===== config.mk =====
export PLATFORM = sky130hd
export DESIGN_NAME = scpc_decode
export DESIGN_NICKNAME = d
export VERILOG_FILES = /design/src/hw/rtl/scpc_pkg.sv /design/src/hw/rtl/scpc_decode.sv
export SDC_FILE = /design/constraint.sdc
export NUM_CORES = 1
export LEC_CHECK = 0
export BUFFER_PORTS_ARGS = -buffer_cell sky130_fd_sc_hd__buf_2
export CORE_UTILIZATION = 29
export DETAILED_ROUTE_END_ITERATION = 10
export PLACE_DENSITY = 0.94
export RECOVER_POWER = 50
export SLEW_MARGIN = 15
export SYNTH_ARGS = -nofsm -noshare
export SYNTH_HDL_FRONTEND = slang
export SYNTH_SLANG_ARGS = --single-unit

===== constraint.sdc =====
create_clock -name vclk -period 3.1
set_input_delay 0.62 -clock vclk [all_inputs]
set_output_delay 0.62 -clock vclk [all_outputs]
set_load 0.02 [all_outputs]

===== src/hw/rtl/scpc_pkg.sv =====
// Types and constants of the sign command packet checker.
`timescale 1ns / 1ps
`default_nettype none

package scpc_pkg;

  localparam int HEADER_BYTES = 8;

  // Command codes in header byte 2
  localparam logic [7:0] CMD_ON     = 8'd0;
  localparam logic [7:0] CMD_BRIGHT = 8'd1;
  localparam logic [7:0] CMD_IMAGE  = 8'd2;
  localparam logic [7:0] CMD_SLIDE  = 8'd3;
  localparam logic [7:0] CMD_STATUS = 8'd5;
  localparam logic [7:0] CMD_OFF    = 8'd126;

  // Required lengths: header + command byte overhead + payload
  localparam logic [15:0] IMAGE_LEN = 16'd585;
  localparam logic [15:0] SLIDE_LEN = 16'd1161;

  localparam logic [7:0] IMAGE_COUNT = 8'd1;
  localparam logic [7:0] SLIDE_COUNT = 8'd2;

  typedef enum logic [2:0] {
    ACT_NONE   = 3'd0,
    ACT_ON     = 3'd1,
    ACT_OFF    = 3'd2,
    ACT_IMAGE  = 3'd3,
    ACT_SLIDE  = 3'd4,
    ACT_STATUS = 3'd5
  } action_t;

  typedef struct packed {
    logic [15:0] length;
    logic [7:0]  command;
    logic [7:0]  brightness;
    logic [15:0] parameter_val;
    logic [7:0]  count;
  } hdr_t;

  typedef struct packed {
    logic        accepted;
    action_t     action;
    logic [7:0]  brightness;
    logic [15:0] delay;
  } result_t;

endpackage

`default_nettype wire


===== src/hw/rtl/scpc_decode.sv =====
// Command decode: turns the captured header of a checked packet into a verdict.
`timescale 1ns / 1ps
`default_nettype none

module scpc_decode (
  input  wire logic             ok,
  input  wire scpc_pkg::hdr_t   hdr,
  output scpc_pkg::result_t     res
);
  import scpc_pkg::*;

  always_comb begin
    res            = '0;
    res.action     = ACT_NONE;
    res.accepted   = ok;
    if (ok) begin
      unique case (hdr.command)
        CMD_ON: begin
          res.action     = ACT_ON;
          res.brightness = hdr.brightness;
        end
        CMD_BRIGHT: begin
          if (hdr.brightness != 8'd0) begin
            res.action     = ACT_ON;
            res.brightness = hdr.brightness;
          end else begin
            res.action = ACT_OFF;
          end
        end
        CMD_OFF: begin
          res.action = ACT_OFF;
        end
        CMD_STATUS: begin
          res.action = ACT_STATUS;
        end
        CMD_IMAGE: begin
          if (hdr.length == IMAGE_LEN && hdr.count == IMAGE_COUNT) begin
            res.action     = ACT_IMAGE;
            res.brightness = hdr.brightness;
          end
        end
        CMD_SLIDE: begin
          if (hdr.length == SLIDE_LEN && hdr.count == SLIDE_COUNT) begin
            res.action     = ACT_SLIDE;
            res.brightness = hdr.brightness;
            res.delay      = hdr.parameter_val;
          end
        end
        default: begin
          res.action = ACT_NONE;  // unknown codes and clip command
        end
      endcase
    end
  end

endmodule

`default_nettype wire


==> out/qor.yml <==
fin_area_sq_um: 903
ctsResizeCount: 0
drc: 9
grt_pass1_vias: 814
fin_setup_tns_ps: 0
dp_slack_ps: 206
grt_overflow: 0
nClkBuffers: 0
netlist_area_sq_um: 502
antenna_found_initial: 0
drive_gt1_share_pct: 56.4
tightest_slew_ps: 624
grt_max_degree: 17
layout_min_cycle_time_ps: 2990
finalNetCount: 215
syn-num-nets: 133
vias: 901
status: "finished, violations left"
grt_util_all_layers_pct: 22.6
ant_nets: 0
violations: "design-rule violations"
dpl_cell_area_sq_um: 918
hold_viol: 0
vdd_ir_drop_max_uv: 35.2
diodes: 0
powerDensity_nw_per_um2: 62.0
grt_pass1_wl_microns: 3390
cp_max_fo: 16
drt_first_pass_iters: 9
maxCapViolations: 0
post-cts-setup-buffers: 0
seq_area_frac_synth_pct: 0
syn2layout_area_growth_pct: 80.0
fp.dieW_microns: 43.6
setup_viol: 0
first_iter_violations: 32
criticalPathCategory: "input port to output pin"
synthDistinctLibCells: 29
synth_top_area_share_pct: 21.2
min_path_type: "input port to output pin"
wl_per_cell_microns: 13.2
io_pins: 85
p_leak_nw: 0.494
ys_warn_count: 0
place_congestion: 0.800
netlist_instances: 76
synth_commonest_cells: "and2_1, a21oi_1, nand3_1"
die_area_sq_um: 1900
portBuffers: 85
holdPathEnd: "res[6]"
viasPerCell: 5.24
startpoint_type: "input port"
nFlopsAndLatches: 0
yosys.area.top_type: "and2_1"
critPathSlowestCell: "or4_4"
core_sq_um: 1560
min_from: "hdr[14]"
rows: 14
cp_data_required_time_ps: 2480
fmax_ghz: 0.335
period_share_pct: 96.4
crit_buf_inv: 2
synthTopCellsByArea: "and2_1, a21oi_1, nand3_1, nor4_1, nor4b_1"
start_util_pct: 32.2
cp.arrival_ps: 2370
syn-mean-instance-area_sq_um: 6.60
routed_wl_microns: 2260
path_delay_family: "simple AND/OR/NAND/NOR gates"
area.sequential_sq_um: 0
fin_ws_ps: 112
finalMaxSlewViolations: 0
slew_headroom_pct: 58.4
crit_top_cell: "buf_2"
rsz0062_at_grt: "no"
crit_path_end_kind: "output pin"
hold_buffers: 0
whs_path_depth: 3
yosysMostFrequentCell: "and2_1"
crit_chain: "buf_2, or4_4, nor4b_2, and4_2, and2_1, buf_2"
slowest_delay_ps: 560
die_h_microns: 43.6
cells in the final DEF, fill, tap and decap left out, types with 2 or more instances in the layout:
cell / synthesis / layout
buf_2: 2 / 77
clkbuf_2: 0 / 7
clkbuf_1: 2 / 2
a21oi_1: 10 / 10
nand2_1: 3 / 3
nor4_1: 5 / 5
or4_1: 2 / 2
and2_1: 17 / 17
nand4b_1: 2 / 2
o2111ai_1: 2 / 2
nor4b_1: 3 / 3
nand3_1: 10 / 10
final cells by class:
type	instances	area, sq um
fillers	152	656
multi-input cells	69	452
repair buffers	86	428
well taps	16	20.0
inverters	1	3.75
logic make-up after synthesis:
family	after synthesis	share of synthesized area (%)
simple gates	53	72.3
compound gates	15	18.0
buf+inv	7	7.98
xor+xnor	1	1.75
routing by layer:
metal	wire (microns)	vias up	share of wire [%]	track usage, %
met5	0	-	0	0
met4	10	0	0.44	0
met3	204	2	9.0	1.67
met2	1240	46	55	49.9
met1	813	393	36	23.3
li1	-	460	-	-
metrics by stage:
| stage | util, % | hold WS, ps | cells | power (mW) |
|---|---|---|---|---|
| final | 57.9 | 1560 | 172 | 0.0560 |
| after CTS | 58.9 | 1560 | 172 | 0.0566 |
| after global placement | 58.9 | 1560 | 172 | 0.0547 |
| after global routing | 57.9 | 1570 | 172 | 0.0621 |
| after floorplan | - | 1350 | 76 | 0.0164 |
| after detailed placement | 58.9 | 1560 | 172 | 0.0565 |
where the power goes:
group	total [mW]	switching (mW)	internal (mW)
clock network	0	0	0
logic	0.0560	0.0248	0.0313
registers	0	0	0
worst min-delay path, delay by kind of cell:
kind          cells  cell delay, ps
buf+inv           2             220
simple gates      1             100
worst max-delay path by stage:
| stage | end | depth (start not counted) | startpoint |
|---|---|---|---|
| 2_1_floorplan | res[24] | 5 | hdr[36] |
| 3_3_place_gp | res[4] | 6 | hdr[36] |
| 3_5_place_dp | res[3] | 6 | hdr[36] |
| 4_1_cts | res[3] | 6 | hdr[36] |
| 5_1_grt | res[3] | 6 | hdr[36] |
| 6_report | res[4] | 6 | hdr[36] |
No activity file was read; power rests on OpenSTA's default activity.
